`config.mk`:
```
export PLATFORM = sky130hd
export DESIGN_NAME = snapshot_frame_checker_core_flat
export DESIGN_NICKNAME = d
export VERILOG_FILES = /design/src/rtl/scf_pkg.sv /design/src/rtl/scf_in_if.sv /design/src/rtl/scf_out_if.sv /design/src/rtl/scf_frame_state.sv /design/src/rtl/scf_status.sv /design/src/rtl/snapshot_frame_checker_core.sv /design/src/flat_wrapper.sv
export SDC_FILE = /design/constraint.sdc
export NUM_CORES = 2
export LEC_CHECK = 0
export BUFFER_PORTS_ARGS = -buffer_cell sky130_fd_sc_hd__buf_2
export CORE_UTILIZATION = 48
export CTS_BUF_LIST = sky130_fd_sc_hd__clkbuf_8
export CTS_CLUSTER_SIZE = 10
export DETAILED_ROUTE_END_ITERATION = 10
export PLACE_DENSITY = 0.65
export SLEW_MARGIN = 20
export SYNTH_ARGS = -nofsm -noshare
export SYNTH_HDL_FRONTEND = slang
export SYNTH_SLANG_ARGS = --single-unit
```
`constraint.sdc`:
```
create_clock -name clk -period 13.5 [get_ports clk]
set_input_delay 3.375 -clock clk [delete_from_list [all_inputs] [get_ports clk]]
set_output_delay 3.375 -clock clk [all_outputs]
set_load 0.01 [all_outputs]
```
`src/rtl/scf_pkg.sv`:
```
// shared constants, status codes, frame view type and crc-32c byte update
// for the snapshot frame checker; no dependencies
`timescale 1ns / 1ps

package scf_pkg;

  localparam int unsigned CNT_W        = 33;
  localparam int unsigned CFG_IDX_W    = 1;
  localparam int unsigned CFG_DATA_W   = 32;

  localparam logic [CFG_IDX_W-1:0] REG_MAX_PAYLOAD     = 1'd0;
  localparam logic [CFG_IDX_W-1:0] REG_EXPECTED_FORMAT = 1'd1;

  localparam logic [31:0] CRC_POLY     = 32'h82F6_3B78;
  localparam logic [31:0] ALL_ONES     = 32'hFFFF_FFFF;
  localparam logic [CNT_W-1:0] COUNT_MAX      = {CNT_W{1'b1}};
  localparam logic [CNT_W-1:0] HEADER_BYTES   = 33'd48;
  localparam logic [CNT_W-1:0] OVERHEAD_BYTES = 33'd52;
  localparam logic [CNT_W-1:0] FOOTER_BYTES   = 33'd4;
  localparam logic [CNT_W-1:0] HCRC_END_POS   = 33'd15;

  localparam logic [31:0] MAX_PAYLOAD_RST     = 32'd1048576;
  localparam logic [15:0] EXPECTED_FORMAT_RST = 16'd1;

  // magic: "DRNFAB" 0x00 0x01
  localparam logic [7:0] MAGIC [8] = '{8'h44, 8'h52, 8'h4E, 8'h46,
                                       8'h41, 8'h42, 8'h00, 8'h01};

  localparam logic [3:0] ST_OK           = 4'd0;
  localparam logic [3:0] ST_TOO_BIG      = 4'd1;
  localparam logic [3:0] ST_SHORT        = 4'd2;
  localparam logic [3:0] ST_MAGIC        = 4'd3;
  localparam logic [3:0] ST_HDR_CRC      = 4'd4;
  localparam logic [3:0] ST_VERSION      = 4'd5;
  localparam logic [3:0] ST_FLAGS        = 4'd6;
  localparam logic [3:0] ST_MARKER       = 4'd7;
  localparam logic [3:0] ST_LEN_BOUND    = 4'd8;
  localparam logic [3:0] ST_LEN_MISMATCH = 4'd9;
  localparam logic [3:0] ST_BODY_CRC     = 4'd10;
  localparam logic [3:0] ST_FRAME_CRC    = 4'd11;

  // frame state after the current byte, as seen by the status checks
  typedef struct packed {
    logic [CNT_W-1:0] total;
    logic             magic_ok;
    logic [31:0]      hdr_crc_snap;
    logic [31:0]      hdr_crc;
    logic [15:0]      format;
    logic [15:0]      flags;
    logic [63:0]      sequence_no;
    logic [63:0]      incarnation;
    logic [63:0]      length;
    logic [31:0]      body_crc_hdr;
    logic [31:0]      marker;
    logic [31:0]      payload_run;
    logic [31:0]      frame_crc;
    logic [31:0]      footer;
  } frame_view_t;

  // reflected crc-32c, one byte
  function automatic logic [31:0] crc_byte(input logic [31:0] crc_in,
                                           input logic [7:0]  b);
    logic [31:0] c;
    c = crc_in ^ {24'd0, b};
    for (int i = 0; i < 8; i++) begin
      c = c[0] ? ((c >> 1) ^ CRC_POLY) : (c >> 1);
    end
    return c;
  endfunction

endpackage

```
`src/rtl/scf_in_if.sv`:
```
// byte input channel of the snapshot frame checker
// depends on nothing
`timescale 1ns / 1ps

interface scf_in_if;
  logic       valid;
  logic       ready;
  logic [7:0] data_byte;
  logic       last_byte;

  modport source (output valid, data_byte, last_byte, input ready);
  modport sink   (input valid, data_byte, last_byte, output ready);
endinterface

```
`src/rtl/scf_out_if.sv`:
```
// result channel of the snapshot frame checker
// depends on nothing
`timescale 1ns / 1ps

interface scf_out_if;
  logic        valid;
  logic        ready;
  logic [3:0]  status;
  logic [63:0] sequence_res;
  logic [63:0] incarnation;
  logic [31:0] pay_len;
  logic [31:0] payload_checksum;
  logic [15:0] fmt_ver;

  modport source (output valid, status, sequence_res, incarnation, pay_len,
                  payload_checksum, fmt_ver, input ready);
  modport sink   (input valid, status, sequence_res, incarnation, pay_len,
                  payload_checksum, fmt_ver, output ready);
endinterface

```
`src/rtl/scf_frame_state.sv`:
```
// per-frame state: byte counter, footer window, running crcs, header fields
// depends on scf_pkg
`timescale 1ns / 1ps

module scf_frame_state (
  input  logic                clk,
  input  logic                rst_n,
  input  logic                step,
  input  logic [7:0]          data_byte,
  input  logic                last_byte,
  output scf_pkg::frame_view_t view
);
  import scf_pkg::*;

  frame_view_t st_r, st_nxt, st_clr;
  logic [31:0] crc_f, crc_p;
  logic [CNT_W-1:0] pos;
  logic [5:0]  p6;

  assign pos = st_r.total;
  assign p6  = pos[5:0];

  always_comb begin
    st_clr           = '0;
    st_clr.magic_ok  = 1'b1;
    st_clr.payload_run = ALL_ONES;
    st_clr.frame_crc = ALL_ONES;
  end

  assign crc_f = crc_byte(st_r.frame_crc, st_r.footer[7:0]);
  assign crc_p = crc_byte(st_r.payload_run, st_r.footer[7:0]);

  always_comb begin
    st_nxt = st_r;
    // oldest byte of the footer window enters the crcs
    if (pos >= FOOTER_BYTES) begin
      st_nxt.frame_crc = crc_f;
      if (pos >= OVERHEAD_BYTES) st_nxt.payload_run = crc_p;
      if (pos == HCRC_END_POS) st_nxt.hdr_crc_snap = crc_f ^ ALL_ONES;
    end
    st_nxt.footer = {data_byte, st_r.footer[31:8]};

    if (pos < HEADER_BYTES) begin
      if (p6 < 6'd8) begin
        if (data_byte != MAGIC[p6[2:0]]) st_nxt.magic_ok = 1'b0;
      end else if (p6 < 6'd10) begin
        st_nxt.format[8*p6[0] +: 8] = st_r.format[8*p6[0] +: 8] | data_byte;
      end else if (p6 < 6'd12) begin
        st_nxt.flags[8*p6[0] +: 8] = st_r.flags[8*p6[0] +: 8] | data_byte;
      end else if (p6 < 6'd16) begin
        st_nxt.hdr_crc[8*p6[1:0] +: 8] = st_r.hdr_crc[8*p6[1:0] +: 8] | data_byte;
      end else if (p6 < 6'd24) begin
        st_nxt.sequence_no[8*p6[2:0] +: 8] =
          st_r.sequence_no[8*p6[2:0] +: 8] | data_byte;
      end else if (p6 < 6'd32) begin
        st_nxt.incarnation[8*p6[2:0] +: 8] =
          st_r.incarnation[8*p6[2:0] +: 8] | data_byte;
      end else if (p6 < 6'd40) begin
        st_nxt.length[8*p6[2:0] +: 8] = st_r.length[8*p6[2:0] +: 8] | data_byte;
      end else if (p6 < 6'd44) begin
        st_nxt.body_crc_hdr[8*p6[1:0] +: 8] =
          st_r.body_crc_hdr[8*p6[1:0] +: 8] | data_byte;
      end else begin
        st_nxt.marker[8*p6[1:0] +: 8] = st_r.marker[8*p6[1:0] +: 8] | data_byte;
      end
    end

    // saturating byte count
    st_nxt.total = (pos != COUNT_MAX) ? pos + 1'b1 : pos;
  end

  assign view = st_nxt;

  always_ff @(posedge clk) begin
    if (!rst_n) begin
      st_r <= st_clr;
    end else if (step) begin
      st_r <= last_byte ? st_clr : st_nxt;
    end
  end

endmodule

```
`src/rtl/scf_status.sv`:
```
// ordered frame checks giving the result status
// depends on scf_pkg
`timescale 1ns / 1ps

module scf_status (
  input  scf_pkg::frame_view_t view,
  input  logic [31:0]          max_payload_bytes,
  input  logic [15:0]          expected_format,
  output logic [3:0]           status
);
  import scf_pkg::*;

  logic [CNT_W:0] frame_limit;
  logic [64:0]    len_total;

  assign frame_limit = {2'b00, max_payload_bytes} + {1'b0, OVERHEAD_BYTES};
  assign len_total   = {1'b0, view.length} + {32'd0, OVERHEAD_BYTES};

  always_comb begin
    if ({1'b0, view.total} > frame_limit)                        status = ST_TOO_BIG;
    else if (view.total < OVERHEAD_BYTES)                        status = ST_SHORT;
    else if (!view.magic_ok)                                     status = ST_MAGIC;
    else if (view.hdr_crc_snap != view.hdr_crc)                  status = ST_HDR_CRC;
    else if (view.format != expected_format)                     status = ST_VERSION;
    else if (view.flags != 16'd0)                                status = ST_FLAGS;
    else if (view.marker != ALL_ONES)                            status = ST_MARKER;
    else if (view.length > {32'd0, max_payload_bytes})           status = ST_LEN_BOUND;
    else if (len_total != {32'd0, view.total})                   status = ST_LEN_MISMATCH;
    else if ((view.payload_run ^ ALL_ONES) != view.body_crc_hdr) status = ST_BODY_CRC;
    else if ((view.frame_crc ^ ALL_ONES) != view.footer)         status = ST_FRAME_CRC;
    else                                                         status = ST_OK;
  end

endmodule

```
`src/rtl/snapshot_frame_checker_core.sv`:
```
// top level of the snapshot frame checker: input register, frame state, status
// checks and result register; depends on scf_pkg, scf_in_if, scf_out_if
// result: once the last byte of a frame leaves the input register, its result is registered
// throughput: one byte per cycle; a last byte waits in the input register only
// while the result register holds a result that is not taken in that cycle
// reset: synchronous rst_n clears frame state and valids, loads 1048576 and 1
`timescale 1ns / 1ps

module snapshot_frame_checker_core (
  input  logic                            clk,
  input  logic                            rst_n,
  scf_in_if.sink                          in_ch,
  scf_out_if.source                       out_ch,
  input  logic                            cfg_we,
  input  logic [scf_pkg::CFG_IDX_W-1:0]   cfg_index,
  input  logic [scf_pkg::CFG_DATA_W-1:0]  cfg_wdata
);
  import scf_pkg::*;

  // configuration registers
  logic [31:0] max_payload_r;
  logic [15:0] expected_format_r;

  always_ff @(posedge clk) begin
    if (!rst_n) begin
      max_payload_r     <= MAX_PAYLOAD_RST;
      expected_format_r <= EXPECTED_FORMAT_RST;
    end else if (cfg_we) begin
      unique case (cfg_index)
        REG_MAX_PAYLOAD:     max_payload_r     <= cfg_wdata;
        REG_EXPECTED_FORMAT: expected_format_r <= cfg_wdata[15:0];
        default: ;
      endcase
    end
  end

  // input register stage
  logic       s1_valid_r;
  logic [7:0] s1_byte_r;
  logic       s1_last_r;
  logic       s1_adv;
  logic       out_valid_r;
  logic       in_take;

  // a plain byte always moves on; a last byte needs room in the result register
  assign s1_adv      = s1_valid_r && (!s1_last_r || !out_valid_r || out_ch.ready);
  assign in_ch.ready = !s1_valid_r || s1_adv;
  assign in_take     = in_ch.valid && in_ch.ready;

  always_ff @(posedge clk) begin
    if (!rst_n) begin
      s1_valid_r <= 1'b0;
    end else if (in_take) begin
      s1_valid_r <= 1'b1;
    end else if (s1_adv) begin
      s1_valid_r <= 1'b0;
    end
  end

  always_ff @(posedge clk) begin
    if (in_take) begin
      s1_byte_r <= in_ch.data_byte;
      s1_last_r <= in_ch.last_byte;
    end
  end

  // frame state and checks on the state after this byte
  frame_view_t view;
  logic [3:0]  status;

  scf_frame_state u_state (
    .clk       (clk),
    .rst_n     (rst_n),
    .step      (s1_adv),
    .data_byte (s1_byte_r),
    .last_byte (s1_last_r),
    .view      (view)
  );

  scf_status u_status (
    .view              (view),
    .max_payload_bytes (max_payload_r),
    .expected_format   (expected_format_r),
    .status            (status)
  );

  // result register
  logic        res_load;
  logic [3:0]  status_r;
  logic [63:0] sequence_r;
  logic [63:0] incarnation_r;
  logic [31:0] length_r;
  logic [31:0] pcrc_r;
  logic [15:0] format_r;

  assign res_load = s1_adv && s1_last_r;

  always_ff @(posedge clk) begin
    if (!rst_n) begin
      out_valid_r <= 1'b0;
    end else if (res_load) begin
      out_valid_r <= 1'b1;
    end else if (out_ch.ready) begin
      out_valid_r <= 1'b0;
    end
  end

  always_ff @(posedge clk) begin
    if (res_load) begin
      status_r      <= status;
      sequence_r    <= view.sequence_no;
      incarnation_r <= view.incarnation;
      // length is only reported for a good frame
      length_r      <= (status == ST_OK) ? view.length[31:0] : 32'd0;
      pcrc_r        <= view.body_crc_hdr;
      format_r      <= view.format;
    end
  end

  assign out_ch.valid            = out_valid_r;
  assign out_ch.status           = status_r;
  assign out_ch.sequence_res     = sequence_r;
  assign out_ch.incarnation      = incarnation_r;
  assign out_ch.pay_len          = length_r;
  assign out_ch.payload_checksum = pcrc_r;
  assign out_ch.fmt_ver          = format_r;

  // a last byte leaving the input register always shows up as a result
  a_last_gives_result: assert property (@(posedge clk) disable iff (!rst_n)
    res_load |=> out_valid_r)
    else $error("last byte did not produce a result");

  // a held input item keeps its byte
  a_s1_holds: assert property (@(posedge clk) disable iff (!rst_n)
    s1_valid_r && !s1_adv |=> s1_valid_r && $stable(s1_byte_r) && $stable(s1_last_r))
    else $error("input register lost a stalled item");

  // a failed frame never reports a length
  a_len_only_ok: assert property (@(posedge clk) disable iff (!rst_n)
    out_valid_r && status_r != ST_OK |-> length_r == 32'd0)
    else $error("payload length reported on a failed frame");

  // a waiting result is not overwritten
  a_res_kept: assert property (@(posedge clk) disable iff (!rst_n)
    out_valid_r && !out_ch.ready |=> out_valid_r && $stable(status_r))
    else $error("pending result overwritten");

endmodule

```
`src/flat_wrapper.sv`:
```
// flat-port wrapper written by rule: the top's interface ports become plain ports
module snapshot_frame_checker_core_flat import scf_pkg::*;
  (clk, rst_n, cfg_we, cfg_index, cfg_wdata, in_ch_valid, in_ch_data_byte, in_ch_last_byte, in_ch_ready, out_ch_valid, out_ch_status, out_ch_sequence_res, out_ch_incarnation, out_ch_pay_len, out_ch_payload_checksum, out_ch_fmt_ver, out_ch_ready);
  scf_in_if in_ch_i ();
  scf_out_if out_ch_i ();
  input  logic clk;
  input  logic rst_n;
  input  logic cfg_we;
  input  logic [scf_pkg::CFG_IDX_W-1:0] cfg_index;
  input  logic [scf_pkg::CFG_DATA_W-1:0] cfg_wdata;
  input wire logic [$bits(in_ch_i.valid)-1:0] in_ch_valid;
  input wire logic [$bits(in_ch_i.data_byte)-1:0] in_ch_data_byte;
  input wire logic [$bits(in_ch_i.last_byte)-1:0] in_ch_last_byte;
  output wire logic [$bits(in_ch_i.ready)-1:0] in_ch_ready;
  output wire logic [$bits(out_ch_i.valid)-1:0] out_ch_valid;
  output wire logic [$bits(out_ch_i.status)-1:0] out_ch_status;
  output wire logic [$bits(out_ch_i.sequence_res)-1:0] out_ch_sequence_res;
  output wire logic [$bits(out_ch_i.incarnation)-1:0] out_ch_incarnation;
  output wire logic [$bits(out_ch_i.pay_len)-1:0] out_ch_pay_len;
  output wire logic [$bits(out_ch_i.payload_checksum)-1:0] out_ch_payload_checksum;
  output wire logic [$bits(out_ch_i.fmt_ver)-1:0] out_ch_fmt_ver;
  input wire logic [$bits(out_ch_i.ready)-1:0] out_ch_ready;
  assign in_ch_i.valid = in_ch_valid;
  assign in_ch_i.data_byte = in_ch_data_byte;
  assign in_ch_i.last_byte = in_ch_last_byte;
  assign in_ch_ready = in_ch_i.ready;
  assign out_ch_valid = out_ch_i.valid;
  assign out_ch_status = out_ch_i.status;
  assign out_ch_sequence_res = out_ch_i.sequence_res;
  assign out_ch_incarnation = out_ch_i.incarnation;
  assign out_ch_pay_len = out_ch_i.pay_len;
  assign out_ch_payload_checksum = out_ch_i.payload_checksum;
  assign out_ch_fmt_ver = out_ch_i.fmt_ver;
  assign out_ch_i.ready = out_ch_ready;
  snapshot_frame_checker_core u_core (.clk(clk), .rst_n(rst_n), .in_ch(in_ch_i), .out_ch(out_ch_i), .cfg_we(cfg_we), .cfg_index(cfg_index), .cfg_wdata(cfg_wdata));
endmodule
```
==> results by group <==
Setup path
  – CP Launch Type: flop
  – Slowest stage delay, CP: 0.86 ns
  – CP endpoint kind: flop
  – Worst R2R End: u_core.out_ch.pay_len[13]$_SDFFCE_PP0P_
  – R2R cell count: 20
  – CP startpoint: u_core.u_state.pos[0]$_SDFFE_PN0P_
  – Crit-path cells: clkinv_1 > ha_1 > or2_2 > or4_1 > nor3_2 > mux2i_1 > inv_1 > ha_1 > or3_1 > a31oi_1 > a31o_2 > a21oi_1 > nand3_1 > nor4_2 > nor4bb_1 > nor3_1 > nor3_1 > nand4_1 > buf_4 > nor4b_1
  – WP data arrival: 8.80 ns
  – Critical path fanouts, max: 32
  – CP max-delay cell: nor3_2
  – Kind of critical path: flop to flop
  – Setup crit end: u_core.out_ch.pay_len[13]$_SDFFCE_PP0P_
  – Flop2flop setup slack: 5.36 ns
  – Crit Reg-Reg Startpoint: u_core.u_state.pos[0]$_SDFFE_PN0P_
  – Required time at the worst-slack endpoint: 14.15 ns

Final layout
  – Nets: 5,198
  – Final core utilization: 0.543
  – Layout cells sized above 1: 0.150
  – # fillers: 8,382
  – Syn-to-layout area delta: 11.7%

Global route
  – Largest net degree at the start of global routing: 115
  – Global-route usage over all layers: 0.341
  – Met2 usage: 0.536
  – Global-route met3 utilization: 0.0691
  – Initial antenna violation count: 11
  – First-pass GRT wire length: 242,000 µm
  – Layer with the highest usage: met2
  – M1 GR Usage: 0.452
  – Vias in the first global route: 37,400
  – GR Overflow Total: 0

Clock network
  – Num CTS Buffers: 136
  – Clk buf depth: 3
  – H-tree lvl count: 4
  – Hold buffers post-CTS: 0
  – Clock root buffer: clkbuf_8
  – Clk slew on worst S/H paths: 0.06 ns
  – CTS tree: built
  – Worst skew pair latency: 0.88 ns
  – Post-cts sizing count: 0
  – Post-CTS setup buffer count: 0
  – CTS Sinks: 753

Floorplan
  – Full die area: 94,100 µm²
  – Die Span X: 307 µm
  – Die Height: 307 µm
  – Starting Density: 0.486
  – Ports: 261
  – Cell Rows: 111
  – Std-Cell Core Area: 91,800 µm²

Place
  – GP Congestion: 0.972
  – Dpl hpwl: 116,000 µm
  – # port buffers: 260

Hold path
  – HP Class: flop to flop
  – Hold depth: 2

Power and ir drop
  – Final Power: 4900 µW
  – Max VDD drop: 0.0895 mV
  – Leakage: 0.0187 µW
  – Power Density: 98.4 nW/µm²

Timing
  – Measured slew at the worst slew-check pin: 1.20 ns
  – Final hold vios: 0
  – Fin crit period: 8.14 ns
  – Slew Limit Headroom: 0.196
  – Clock Skew: 0.0494 ns
  – Final setup fails: 0
  – RSZ-0062 raised after global routing: no
  – Maximum clock rate: 123 MHz
  – Final slew viol count: 0
  – Setup TNS: 0 ns
  – Fin crit share: 0.603

Route
  – DR pass1 iterations: 7
  – Remaining antenna violation count after routing: 0
  – Final wirelength: 165,000 µm
  – Via density: 6.26
  – # DRC: 0
  – Drt wl/cell: 25.6 µm
  – Via count: 40,300
  – Initial DRC Count: 4,909

Synthesis
  – Area share of the largest cell type after synthesis: 0.239
  – Asr flop ratio synth: 0
  – #FFs+latches synth: 753
  – Largest area contributor in the netlist: dfxtp_1
  – Most used DFF post-synth: dfxtp_1
  – Gate Count Post-Synth: 4,903
  – Post-synth EDFFs: 221
  – Top post-synthesis cells by count: nand2_1 (604), dfxtp_1 (532), nor2b_1 (307)
  – Register area share after synthesis: 0.388
  – Ys Warns: 0
  – Post-synth cell types: 93
  – Most common cell in the synthesized netlist: nand2_1
  – Syn Nets: 5,024
  – Synth top area cells: dfxtp_1 (24%), edfxtp_1 (15%), nand2_1 (5.1%), a22oi_1 (4.9%), xnor2_1 (4.7%)
  – Syn Std Cell Area: 44,600 µm²
  – Avg Cell Area, Syn: 9.10 µm²

Run status
  – Status: complete, no violations

Flow run
  – Maxcap violations: 0
## how the worst min path moves through the flow
stage / from / slack, ns / end
floorplan: u_core.u_state.st_r[352]$_SDFFE_PN0P_ / 0.44 / u_core.u_state.st_r[352]$_SDFFE_PN0P_
global placement: u_core.u_state.st_r[353]$_SDFFE_PN0P_ / 0.45 / u_core.u_state.st_r[353]$_SDFFE_PN0P_
detailed placement: u_core.max_payload_r[26]$_SDFFE_PN0P_ / 0.46 / u_core.max_payload_r[26]$_SDFFE_PN0P_
CTS: u_core.max_payload_r[26]$_SDFFE_PN0P_ / 0.46 / u_core.max_payload_r[26]$_SDFFE_PN0P_
global route: u_core.u_state.st_r[366]$_SDFFE_PN0P_ / 0.50 / u_core.u_state.st_r[366]$_SDFFE_PN0P_
finish: u_core.max_payload_r[26]$_SDFFE_PN0P_ / 0.47 / u_core.max_payload_r[26]$_SDFFE_PN0P_
## per-layer routing
metal / up-vias / wire (µm)
li1: 18100 / -
met1: 19600 / 67500
met2: 2128 / 74900
met3: 427 / 14800
met4: 8 / 7640
met5: - / 43
## cells by family after synthesis
| family | after synthesis | share of synthesized area |
|---|---|---|
| compound gates | 1044 | 0.159 |
| xor+xnor | 387 | 0.0900 |
| fa+ha+maj | 74 | 0.0208 |
| buf+inv | 470 | 0.0405 |
| flops | 753 | 0.388 |
| mux | 273 | 0.0804 |
| simple gates | 1902 | 0.222 |
## placed cells by master (no fill, tap or decap), types with 12 or more instances in the layout
cell,Yosys,final
a211oi_1,23,23
a21boi_0,89,89
a21o_1,44,44
a21oi_1,109,109
a22oi_1,291,291
a31oi_1,27,27
and2_1,94,92
and3_1,48,48
and4_1,20,20
buf_2,25,259
buf_4,3,102
clkbuf_8,0,158
clkinv_1,4,18
clkinv_2,0,18
dfxtp_1,532,529
edfxtp_1,221,221
ha_1,74,74
inv_1,140,178
mux2_2,72,72
mux2i_1,140,140
mux4_2,61,61
nand2_1,604,601
nand2b_1,29,28
nand3_1,154,154
nand4_1,78,78
nor2_1,242,239
nor2b_1,307,306
nor3_1,91,90
nor4_1,89,87
nor4_2,10,12
o2111ai_1,18,18
o211ai_1,76,76
o21ai_0,232,232
o31ai_1,17,17
or2_2,28,28
or3_1,18,18
or4_1,19,19
xnor2_1,238,238
xnor3_1,38,38
xor2_1,102,102
## power breakdown
part           internal (µW)  leakage (µW)  switching (µW)
logic                   84.7        0.0107             211
registers               2340       0.00648            17.1
clock network           1190       0.00157            1050
total                   3620        0.0187            1280
## sequential cells by signal, summed over array words and instances, names as in the netlist
signal	count
u_core.u_state.st_r	425
u_core.out_ch.status	4
u_core.out_ch.payload_checksum	32
u_core.u_state.pos	33
u_core.s1_valid_r	1
u_core.out_ch.valid	1
u_core.s1_byte_r	8
u_core.out_ch.incarnation	64
u_core.out_ch.fmt_ver	16
u_core.s1_last_r	1
u_core.expected_format_r	16
u_core.max_payload_r	32
u_core.out_ch.sequence_res	64
u_core.out_ch.pay_len	32
u_core.u_state.view	24
## per-stage QoR
step | std cells | setup WS (ns) | hold slack (ns) | instance area, µm²
2_1_floorplan | 4903 | 4.86 | 0.437 | 44600
3_3_place_gp | 6181 | 5.67 | 0.448 | 47000
3_5_place_dp | 6182 | 5.59 | 0.459 | 47000
4_1_cts | 6430 | 5.54 | 0.465 | 49800
5_1_grt | 6432 | 4.89 | 0.496 | 49800
6_report | 6433 | 5.36 | 0.469 | 49800
## critical path: cells and delay by family (launching register included)
| kind | cells | cell delay [ns] |
|---|---|---|
| fa+ha+maj | 2 | 0.88 |
| mux | 1 | 0.39 |
| flops | 1 | 0.57 |
| buf+inv | 3 | 0.88 |
| compound gates | 3 | 0.88 |
| simple gates | 11 | 4.27 |
## layout make-up
type | instances | area, µm² | area share
diodes | 3 | 7.51 | 0.000151
clock inverters | 90 | 601 | 0.0121
multi-input cells | 3680 | 25600 | 0.513
inverters | 144 | 548 | 0.0110
flip-flops and latches | 753 | 17300 | 0.347
clock buffers | 158 | 2170 | 0.0436
well taps | 1243 | 1560 | 0.0312
repair buffers | 362 | 2080 | 0.0417
Note: power is estimated with default switching activity, not from simulation.
